<file path="src/hw/rtl/dsf_div_cell.sv">
// ----------------------------------------------------------------------------
// dsf_div_cell - one step of restoring division
// Shift in one dividend bit, subtract the divisor when it fits.
// ----------------------------------------------------------------------------
module dsf_div_cell #(
  parameter int DW = 33,
  parameter int QW = 17
) (
  input  logic          clk,
  input  logic          en,
  input  logic [DW-1:0] rem_i,
  input  logic [QW-1:0] q_i,
  input  logic          bit_i,
  input  logic [DW-1:0] den,
  output logic [DW-1:0] rem_o,
  output logic [QW-1:0] q_o
);
  logic [DW:0] r2;
  logic        ge;

  always_comb begin
    r2 = {rem_i, bit_i};
    ge = (r2 >= {1'b0, den});
  end

  always_ff @(posedge clk) begin
    if (en) begin
      rem_o <= ge ? (r2[DW-1:0] - den) : r2[DW-1:0];
      q_o   <= {q_i[QW-2:0], ge};
    end
  end
endmodule

</file>
<file path="config.mk">
export PLATFORM = sky130hd
export DESIGN_NAME = dsf_div_cell
export DESIGN_NICKNAME = d
export VERILOG_FILES = /design/src/hw/rtl/dsf_div_cell.sv
export SDC_FILE = /design/constraint.sdc
export NUM_CORES = 1
export LEC_CHECK = 0
export ABC_AREA = 1
export CORE_MARGIN = 5
export CORE_UTILIZATION = 50
export DETAILED_ROUTE_END_ITERATION = 8
export DONT_BUFFER_PORTS = 1
export PLACE_DENSITY = 0.71
export SLEW_MARGIN = 20
export SYNTH_ARGS = -nofsm -noshare
export SYNTH_HDL_FRONTEND = slang
export SYNTH_SLANG_ARGS = --single-unit
</file>
<file path="constraint.sdc">
create_clock -name clk -period 3.3 [get_ports clk]
set_input_delay 0.495 -clock clk [delete_from_list [all_inputs] [get_ports clk]]
set_output_delay 0.495 -clock clk [all_outputs]
set_load 0.01 [all_outputs]
</file>
==> metrics.csv <==
metric,value,unit
grt_pass1_wl,19800,um
drive_above_1_share,6.84,%
vias_per_cell,4.96,
grt_max_degree,51,
dr.pass1.iters,5,
cts-root-buf,clkbuf_8,
synth_commonest_cells,"289 x nand2_1, 155 x inv_1, 54 x nand3_1",
p_leak,2.81,nW
post-route-period-util,69.0,%
tightest_slew,0.426,ns
area_growth,4.26,%
yosys.cell_types.count,29,
io_pins,136,
synth.most_common_cell,nand2_1,
yosysSeqAreaShare,31.2,%
critPathKind,primary input to flip-flop,
yosysWarnings,0,
drt-initial-drc-count,270,
die-area,0.0117,mm^2
fillers,965,
hold_class,primary input to flip-flop,
synth_flop_cell,edfxtp_1,
io_buffers,0,
placementRows,35,
critPathSlowestCell,fa_1,
cp_cell_sequence,"inv_1, ha_1, inv_1, fa_1, nand2_1, nand2_1, nand3_1, nand2_1, nand2_1, nand2_1, nand2_1, nand3b_1, nand3_2, nand2_1",
slew_headroom,71.4,%
synth.largest_area_cell,edfxtp_1,
initial_core_util,51.6,%
route.detailed.drc,0,
num_antenna_cells,0,
cts_made_buffers,5,
multiInputGateArea,0.00264,mm^2
syn_inst,729,
track_usage,21.5,%
final_cell_count_no_fill,860,
place_area,0.00493,mm^2
powerDensity,372,mW/mm^2
critPathMaxFanout,4,
netlist_area,0.00482,mm^2
end_kind,flip-flop,
postLayoutCellArea,0.00502,mm^2
die_h,108,um
antenna_found_initial,0,
die_width,108,um
grt_pass1_vias,4086,
via_count,4268,
path_clk_slew,0.14,ns
hold_buffers,0,
grt_overflow_total,0,
startpoint_type,primary input,
cap_violations,0,
ys_top_cells_by_area,"edfxtp_1 31%, nand2_1 23%, inv_1 12%",
syn_nets,849,
cts_tree,yes,
synth_top_area_share,31.2,%
final_nets,850,
synth_edf_count,50,
worst_ep_required_time,3.36,ns
setup_viol_count_final,0,
cp-startpoint,bit_i,
cts_num_sinks,50,
ant_nets,0,
maxSlewViolCount,0,
syn_avg_cell_area,6.61,um^2
rsz0062_at_grt,no,
cts_setup_buffers,0,
tns,0,ns
status,"complete, no violations",
regArea,0.00150,mm^2
arrival,2.34,ns
htreeDepth,2,
cts-resized-gates,0,
dp_hpwl,10300,um
ys_seq_elements,50,
finalCriticalPeriod,2.28,ns
path_common_cell,nand2_1,
synthArstFlopShare,0,%
core-area,0.00933,mm^2
wirelength,12700,um
cts_max_path_buffers,2,
place_congestion,0.918,
post-place-cells,852,
hold_ws,0.249,ns
wl_per_cell,14.8,um
cpPeakStageDelay,0.43,ns
fmax,439,MHz
worstHoldStart,q_i[10],
hold_viol,0,
ir_worst_vdd,181,uV
[layer usage]
layer | track usage [%] | routed length [um]
met4 | 4.60 | 167
met2 | 35.6 | 5720
met5 | 0 | 0
met3 | 5.13 | 887
met1 | 28.7 | 5920
[power breakdown]
group,switching (mW),internal (mW)
registers,0.0696,0.808
clock network,0.245,0.154
logic,0.389,0.203
[sequential cells by signal, indices dropped and copies added (netlist names)]
name and cells:
q_o 17, rem_o 33
[worst paths after layout]
check | end | slack, ns | depth (start not counted)
worst min-delay path | q_o[11] | 0.25 | 0
worst max-delay path | rem_o[28] | 1.02 | 14
[worst max-delay path, delay by kind of cell]
| family | cells | cell delay, ns |
|---|---|---|
| and+or+nand+nor | 10 | 1.13 |
| adders and majority gates | 2 | 0.57 |
| buffers and inverters | 2 | 0.15 |
[cells by family (layout without fill, tap and decap cells)]
group / after synthesis / count (layout) / synth area share [%]
fa+ha+maj: 34 / 34 / 8.99
xor+xnor: 14 / 14 / 2.55
compound gates: 24 / 24 / 2.60
buf+inv: 169 / 171 / 14.0
simple gates: 438 / 438 / 40.7
flops: 50 / 50 / 31.2
[final cells by class]
type	count	share of cell area, %
repair buffers	3	0.449
inverters	160	12.0
flip-flops and latches	50	29.9
clock inverters	3	0.498
clock buffers	5	1.37
well taps	129	3.21
multi-input cells	510	52.6
[metrics by stage]
step	utilization (%)	setup slack [ns]	power, mW
6_report	53.8	1.02	1.87
5_1_grt	53.8	0.888	2.01
4_1_cts	53.8	1.05	1.88
3_5_place_dp	52.8	0.719	1.48
3_3_place_gp	52.8	0.760	1.48
2_1_floorplan	-	1.15	1.35
[placed cells by master, fill, tap and decap left out, types with 2 or more instances in the layout]
| master | count |
|---|---|
| inv_1 | 155 |
| nor3_2 | 3 |
| nand2_1 | 289 |
| xor2_1 | 13 |
| inv_2 | 5 |
| ha_1 | 33 |
| nor2_1 | 35 |
| nor2_4 | 2 |
| a21o_1 | 2 |
| buf_4 | 3 |
| nand3b_1 | 10 |
| nand3_2 | 15 |
| and2_1 | 5 |
| nor3_1 | 8 |
| nand2_2 | 6 |
| a21oi_1 | 21 |
| or2_2 | 2 |
| clkbuf_8 | 5 |
| edfxtp_1 | 50 |
| nand4_1 | 2 |
| nor2_2 | 4 |
| nand3_1 | 54 |
(Power assumes the default switching activity.)
