### src/hw/rtl/dsf_sqrt_cell.sv
// ----------------------------------------------------------------------------
// dsf_sqrt_cell - one digit of the integer square root
// Bring in one bit pair, try the subtract, shift one root bit in.
// ----------------------------------------------------------------------------
module dsf_sqrt_cell #(
  parameter int RW = 33
) (
  input  logic          clk,
  input  logic          en,
  input  logic [RW+1:0] rem_i,
  input  logic [RW-1:0] root_i,
  input  logic [1:0]    pair,
  output logic [RW+1:0] rem_o,
  output logic [RW-1:0] root_o
);
  logic [RW+3:0] r4;
  logic [RW+3:0] test;
  logic          ge;

  always_comb begin
    r4   = {rem_i, pair};
    test = {2'b00, root_i, 2'b01};
    ge   = (r4 >= test);
  end

  always_ff @(posedge clk) begin
    if (en) begin
      rem_o  <= ge ? (r4[RW+1:0] - test[RW+1:0]) : r4[RW+1:0];
      root_o <= {root_i[RW-2:0], ge};
    end
  end
endmodule

### config.mk
export PLATFORM = sky130hd
export DESIGN_NAME = dsf_sqrt_cell
export DESIGN_NICKNAME = d
export VERILOG_FILES = /design/src/hw/rtl/dsf_sqrt_cell.sv
export SDC_FILE = /design/constraint.sdc
export NUM_CORES = 1
export LEC_CHECK = 0
export BUFFER_PORTS_ARGS = -buffer_cell sky130_fd_sc_hd__buf_2
export CORE_MARGIN = 2
export CORE_UTILIZATION = 38
export CTS_CLUSTER_DIAMETER = 40
export DETAILED_ROUTE_END_ITERATION = 12
export GPL_ROUTABILITY_DRIVEN = 0
export PLACE_DENSITY = 0.62
export RECOVER_POWER = 100
export SETUP_SLACK_MARGIN = 0.4
export SYNTH_ARGS = -nofsm -noshare
export SYNTH_HDL_FRONTEND = slang
export SYNTH_SLANG_ARGS = --single-unit
### constraint.sdc
create_clock -name clk -period 3.5 [get_ports clk]
set_input_delay 0.525 -clock clk [delete_from_list [all_inputs] [get_ports clk]]
set_output_delay 0.525 -clock clk [all_outputs]
set_load 0.005 [all_outputs]
==> results.toml <==
[setup_path]
cp_max_fo = 11
cp_cell_sequence = "clkbuf_1 > inv_1 > ha_1 > o21a_1 > o211ai_2 > a311oi_2 > nor4_1 > a2111oi_0 > o21a_2 > o211a_4 > clkbuf_16 > mux2_1"
crit_type = "in2reg"
arrival_ps = 3190
critical_path_buf_inv_count = 3
critical_path_depth = 12
required_ps = 3590
slowest_stage = "a2111oi_0"
cp-start-kind = "primary input"
critPathTopFamily = "compound AO/OA/AOI/OAI gates"
endpoint_kind = "register"
cp_slowest_stage_delay_ps = 510

[layout]
nets = 674
area_growth_pct = 21.74
diodes = 0
layout-drive-gt1-share_pct = 23.78

[power]
power_switching_mw = 0.7195
power_density_nw_per_um2 = 448.9
pwr-share-comb_pct = 27.5
p_clk_share_pct = 31.1
internal-power_mw = 1.841
p_leak_nw = 2.538
seqPwrFrac_pct = 41.4
ir_worst_vdd_uv = 241.7
switching_share_pct = 28.10

[clocking]
ctsHoldBuffers = 0
cts_num_sinks = 68
cts_tree = "yes"
cts_buffers = 9
clockBufferDepth = 2
cts_root_buf = "clkbuf_16"
clkTransAtPathRegs_ps = 50
htree_levels = 3

[timing]
slew_headroom_pct = -16.81
grt_setup_unrepaired = "true"
report.final.slew_viol_count = 69
fmaxAchievable_ghz = 0.3220
hold_viol_final = 0
period_minus_slack_ps = 3105
setup_tns_ps = 0
worst_pin_slew_ps = 1752
post-route-period-util_pct = 88.72
finalHoldWorstSlack_ps = 369.2
setup_viol_count_final = 0

[routing]
avgRoutedWirePerCell_microns = 15.74
drtIter0Drc = 149
via_per_inst = 5.153
ant_nets = 0
routed_wl_microns = 11320
vias = 3705
drcViolationCount = 0
first_pass_iters = 5

[yosys]
netlist_top_cells_count = "edfxtp_1, inv_1, ha_1"
synth-main-ff-cell = "edfxtp_1"
synth_compound_area_share_pct = 15.97
syn_area_sq_um = 4686
ys_ff_latch = 68
yosys-top-cells-area = "edfxtp_1, ha_1, mux2_4"
avgSynthCellArea_sq_um = 11.13
yosysSeqAreaShare_pct = 43.58
yosysTopAreaCellShare_pct = 43.58
synth_xor_area_share_pct = 6.168
synthAdderAreaFrac_pct = 9.346
synth_top_family_by_area = "compound AO/OA/AOI/OAI gates"
muxShareOfSynthArea_pct = 10.09
synth.most_common_cell = "edfxtp_1"
synth_edf_count = 68
async_reset_ff_share_pct = 0
synth_cell_types = 55
syn_nets = 528
syn_inst = 421
yosys.area_share.simple_pct = 9.052
synth_top_area_cell = "edfxtp_1"
ys_warn_count = 0

[floorplanning]
start_util_pct = 39.01
rows = 40
design.core.area_sq_um = 12010
dieHeight_microns = 115.0
pin_count = 140
dieArea_sq_um = 13240
die_x_microns = 115.0

[grt]
grt_max_degree = 69
antenna_found_initial = 0
grt_pass1_vias = 3595
overflow = 0
grtUsageTotal_pct = 17.27
grt_pass1_wl_microns = 17600

[place]
post-dp-hpwl_microns = 8581
portBuffers = 139

[run_status]
status = "complete, but fails checks"
violations = "capacitance limit, slew limit"

[hold_path]
holdPathStages = 1
hold_class = "in2reg"

[flow_run]
drv_cap = 1
==> placed cells by master (no fill, tap or decap), types with 10 or more instances in the layout <==
master and instances:
a21o_1 26, a21oi_1 30, buf_2 90, clkbuf_1 51, clkbuf_16 10, edfxtp_1 68
ha_1 35, inv_1 41, mux2_1 23, nand2_1 25, nor2_1 22, o21ai_0 12
xnor2_1 19, xor2_1 14
==> power groups by stage <==
stage / sequential [mW] / clock, mW / combinational [mW]
CTS: 1.06 / 0.830 / 0.769
finish: 1.06 / 0.797 / 0.704
global route: 1.07 / 0.860 / 0.781
detailed placement: 1.07 / 0 / 0.765
floorplan: 1.09 / 0 / 0.487
global placement: 1.07 / 0 / 0.753
==> path summary, 6_finish.rpt <==
path	start	end	slack (ps)
setup / recovery	root_i[3]	rem_o[22]	390
hold / removal	root_i[30]	root_o[31]	370
==> stage by stage <==
| step | setup slack (ps) | area [sq um] | utilization, % | total power [mW] | cells |
|---|---|---|---|---|---|
| 2_1_floorplan | 424.9 | 4692 | - | 1.577 | 421 |
| 3_5_place_dp | 85.77 | 5557 | 46.26 | 1.839 | 701 |
| 3_3_place_gp | 183.7 | 5557 | 46.26 | 1.827 | 701 |
| 6_report | 394.9 | 5704 | 47.49 | 2.561 | 719 |
| 4_1_cts | 451.9 | 5811 | 48.38 | 2.658 | 717 |
| 5_1_grt | 215.1 | 5704 | 47.49 | 2.709 | 719 |
==> registers in the layout, indices dropped and copies added (netlist names) <==
register	flops
root_o	33
rem_o	35
==> kinds of logic after synthesis <==
family,count (synthesis)
compound gates,107
simple gates,87
flops,68
buf+inv,57
fa+ha+maj,35
mux,34
xor+xnor,33
==> final cells by class <==
type,instances,area [sq um]
fill,1183,6307
sequential,68,2042
clock buffer,13,240.2
timing repair buffer,151,768.2
inverter,41,153.9
multi-input combinational,296,2302
tap,147,183.9
clock inverter,3,13.76
==> repair_timing <==
| item | 4_1_cts | 5_1_grt |
|---|---|---|
| buffers inserted | 0 | 1 |
| endpoints found under the hold margin | 0 | 0 |
| resized for setup | 0 | 5 |
| endpoints found under the setup margin | 0 | 28 |
==> routing by layer <==
layer / part of all wire, % / wire, microns / global-route usage (%)
met1: 47 / 5330 / 22.99
met2: 45 / 5080 / 26.35
met3: 5.7 / 646 / 4.059
met4: 2.3 / 260 / 8.755
met5: 0 / 0 / 0
No activity file was read; power rests on OpenSTA's default activity.
