## config.mk

```make
export PLATFORM = sky130hd
export DESIGN_NAME = dsf_mulq
export DESIGN_NICKNAME = d
export VERILOG_FILES = /design/src/hw/rtl/dsf_mulq.sv
export SDC_FILE = /design/constraint.sdc
export NUM_CORES = 2
export LEC_CHECK = 0
export ABC_AREA = 1
export BUFFER_PORTS_ARGS = -buffer_cell sky130_fd_sc_hd__buf_2
export CAP_MARGIN = 40
export CORE_MARGIN = 3
export CORE_UTILIZATION = 60
export DETAILED_ROUTE_END_ITERATION = 6
export PLACE_DENSITY = 0.87
export SLEW_MARGIN = 20
export SYNTH_ARGS = -nofsm -noshare
export SYNTH_HDL_FRONTEND = slang
export SYNTH_SLANG_ARGS = --single-unit
```

## constraint.sdc

```tcl
create_clock -name clk -period 10.9 [get_ports clk]
set_input_delay 2.18 -clock clk [delete_from_list [all_inputs] [get_ports clk]]
set_output_delay 2.18 -clock clk [all_outputs]
set_load 0.01 [all_outputs]
```

## src/hw/rtl/dsf_mulq.sv

```systemverilog
// ----------------------------------------------------------------------------
// dsf_mulq - registered sign-magnitude fixed point multiply
// Multiply magnitudes, drop the fraction bits (toward zero), hold the sign.
// ----------------------------------------------------------------------------
module dsf_mulq #(
  parameter int AW = 32,
  parameter int BW = 33,
  parameter int FB = 16
) (
  input  logic               clk,
  input  logic               en,
  input  logic [AW-1:0]      a_mag,
  input  logic               a_neg,
  input  logic [BW-1:0]      b_mag,
  input  logic               b_neg,
  output logic [AW+BW-FB-1:0] p_mag,
  output logic               p_neg
);
  logic [AW+BW-1:0] prod;

  assign prod = a_mag * b_mag;

  always_ff @(posedge clk) begin
    if (en) begin
      p_mag <= prod[AW+BW-1:FB];
      p_neg <= a_neg ^ b_neg;
    end
  end
endmodule

```

==> results_tabular.tex <==
\begin{tabular}{lr}
\hline
Metric & Value \\
\hline
\multicolumn{2}{l}{\textbf{Status}} \\
Outcome & finished, violations left \\
Violations in the final reports & design-rule violations \\
\multicolumn{2}{l}{\textbf{Drt}} \\
Final wirelength & 103000 um \\
Starting DRC count in detailed routing & between 2000 and 3000 \\
Pre-antenna DRT Iters & 7 \\
Average wire per cell in the routed design & 18.4 um \\
Vias & 30271 \\
Number of antenna-violating nets in the routed design & 0 \\
Drt drc & 1 \\
Post-detailed-route via-to-cell ratio & between 5 and 6 \\
\multicolumn{2}{l}{\textbf{Timing}} \\
Highest clock frequency the design can meet & about 110 MHz \\
Number of failing setup endpoints in the final timing report & 0 \\
Fin worst setup slack & 1560 ps \\
Transition time at the pin with the least slew margin & 931 ps \\
Final count of hold timing violations & 0 \\
Sum of negative setup slack & 0 ps \\
Period Utilization, post-route & 85.7\% \\
Final Hold Slack & 2180 ps \\
Clock period minus final worst setup slack & 9340 ps \\
Relative max-transition margin & 37.9\% \\
Number of pins exceeding their max-slew limit in the final report & 0 \\
RSZ-0062 raised after global routing & no \\
\multicolumn{2}{l}{\textbf{GRT}} \\
Via count of the first global-routing pass & 32544 \\
Overall overflow remaining after global route & 0 \\
First-pass GRT wire length & 167000 um \\
Total Routing Usage GR & 32.1\% \\
Antenna violations before repair & 4 \\
Largest net degree at the start of global routing & roughly 50 \\
\multicolumn{2}{l}{\textbf{Clock network}} \\
Root buffer selected by CTS & sky130\_fd\_sc\_hd\_\_clkbuf\_16 \\
Clock tree from TritonCTS & done \\
Inserted Clock Buffers & 5 \\
H-tree Lvls & 2 \\
Post-CTS repair timing setup buffer count & 0 \\
Post\_cts resized & 0 \\
\# hold bufs at CTS & 0 \\
Clock tree sinks & 50 \\
Clock input transition at the sequential cells of the worst setup and hold paths & 80 ps \\
Clock Tree Buf Depth & 2 \\
\multicolumn{2}{l}{\textbf{Cells and area}} \\
Area Growth Syn to Fin & 2.96\% \\
Share of cells above drive strength 1 & 3.18\% \\
Final \#Nets & 5997 \\
\multicolumn{2}{l}{\textbf{Synth}} \\
Sequential share of the synthesized area & 4.02\% \\
Post-synth EDFFs & 50 \\
Cell variety after synth & 28 \\
Cell area after synthesis & 37300 um2 \\
Top-area cell type share of the netlist area & between 40\% and 50\% \\
Asr flop ratio synth & 0\% \\
Count leader, synth & sky130\_fd\_sc\_hd\_\_inv\_1 \\
Cell types occupying the most area after synthesis & sky130\_fd\_sc\_hd\_\_fa\_1, sky130\_fd\_sc\_hd\_\_inv\_1, sky130\_fd\_sc\_hd\_\_nand2\_1 \\
Library cell with the largest summed area after synthesis & sky130\_fd\_sc\_hd\_\_fa\_1 \\
Mean instance size in the synthesized netlist & $\sim$7.7 um2 \\
Commonest cells post-synth & sky130\_fd\_sc\_hd\_\_inv\_1, sky130\_fd\_sc\_hd\_\_nand2\_1, sky130\_fd\_sc\_hd\_\_fa\_1 \\
Number of warning messages in the yosys log & 0 \\
Number of nets produced by synthesis & 6085 \\
Synthesized netlist cell count & 4830 \\
Post-synthesis register bit count & 50 \\
Predominant post-synthesis flop cell & sky130\_fd\_sc\_hd\_\_edfxtp\_1 \\
\multicolumn{2}{l}{\textbf{Placement}} \\
Number of port buffers & 118 \\
DP Worst Slack & 1370 ps \\
Dpl hpwl & 84100 um \\
Gp weighted congestion & just over 1 \\
\multicolumn{2}{l}{\textbf{Floorplan}} \\
DIE AREA & about 65000 um2 \\
I/O pins & 119 \\
Die width & 255 um \\
Die extent in y & 255 um \\
Core outline area & 60900 um2 \\
Number of core rows & 90 \\
Starting utilization of the core area & 61.2\% \\
\multicolumn{2}{l}{\textbf{Worst setup path}} \\
WP data arrival & 9390 ps \\
Path type of the worst setup path & in2reg \\
Required time worst endpoint & around 11000 ps \\
Launching element type of the critical path & primary input \\
Largest fanout on the critical path & 33 \\
Kind of end point of the critical path & flip-flop \\
\multicolumn{2}{l}{\textbf{Hold path}} \\
Worst hold path type & in2reg \\
\multicolumn{2}{l}{\textbf{Flow run}} \\
Max Cap Violations & 0 \\
\hline
\end{tabular}
[worst max-delay path: stages]
cell and delay (ps):
sky130_fd_sc_hd__buf_2 650, sky130_fd_sc_hd__nand2_1 180, sky130_fd_sc_hd__fa_1 530, sky130_fd_sc_hd__fa_1 520, sky130_fd_sc_hd__fa_1 590, sky130_fd_sc_hd__fa_1 460
sky130_fd_sc_hd__fa_1 560, sky130_fd_sc_hd__inv_1 60, sky130_fd_sc_hd__fa_1 490, sky130_fd_sc_hd__fa_1 560, sky130_fd_sc_hd__inv_1 70, sky130_fd_sc_hd__fa_1 500
sky130_fd_sc_hd__inv_1 50, sky130_fd_sc_hd__ha_1 420, sky130_fd_sc_hd__nand2_1 140, sky130_fd_sc_hd__nor2_1 250, sky130_fd_sc_hd__nand2_1 170, sky130_fd_sc_hd__nor2_1 140
sky130_fd_sc_hd__nand2_1 70, sky130_fd_sc_hd__nand2_1 300, sky130_fd_sc_hd__xor2_1 430
[sequential cells by signal (all words and copies together) (netlist names)]
register,flops
p_neg,1
p_mag,49
[per-stage QoR]
stage                     area [um2]  util (%)  instances
after floorplan                37300         -       4830
after global placement         38100      62.6       5558
after detailed placement       38100      62.6       5558
after CTS                      38300      62.9       5566
after global routing           38400      63.0       5572
final                          38400      63.0       5575
[layout by cell type (no fill, tap or decap), types with 23 or more instances in the layout]
cell type / instances
sky130_fd_sc_hd__inv_1: 1564
sky130_fd_sc_hd__nand2_1: 1408
sky130_fd_sc_hd__fa_1: 925
sky130_fd_sc_hd__ha_1: 261
sky130_fd_sc_hd__nor2_1: 136
sky130_fd_sc_hd__buf_2: 118
sky130_fd_sc_hd__a21oi_1: 93
sky130_fd_sc_hd__o21ai_0: 50
sky130_fd_sc_hd__edfxtp_1: 50
sky130_fd_sc_hd__nand3_1: 48
sky130_fd_sc_hd__xor2_1: 23
[kinds of logic (layout without fill, tap and decap cells)]
kind of cell / count (synthesis) / in the layout / synth area share [%]
compound gates: 165 / 165 / 2.41
xor+xnor: 25 / 25 / 0.587
fa+ha+maj: 1186 / 1186 / 58.4
buf+inv: 1789 / 1702 / 18.0
flops: 50 / 50 / 4.02
other cells: 0 / 4 / 0
simple gates: 1615 / 1615 / 16.6
[final cells by class]
type | count | area (um2)
Multi-Input combinational cell | 2991 | 29100
Fill cell | 4963 | 22500
Inverter | 1564 | 5870
Sequential cell | 50 | 1500
Tap cell | 828 | 1040
Timing Repair Buffer | 130 | 751
Clock buffer | 5 | 125
Clock inverter | 3 | 27.5
Antenna cell | 4 | 10.0
[path summary, 6_finish.rpt]
kind | startpoint | endpoint | slack, ps | cells past startpoint
setup / recovery | a_mag[8] | p_mag[14] | 1560 | 21
hold / removal | a_neg | p_neg | 2180 | 2
[layer usage]
| layer | share of wire [%] | up-vias | GRT usage [%] |
|---|---|---|---|
| li1 | - | 13117 | - |
| met1 | 35 | 14910 | 39.9 |
| met2 | 49 | 1804 | 54.9 |
| met3 | 10 | 436 | 5.24 |
| met4 | 5.6 | 4 | 15.2 |
| met5 | 0.025 | - | 0 |
Power is not shown: default switching activity piles up to over one toggle a cycle in this logic, so the estimate is an artifact.
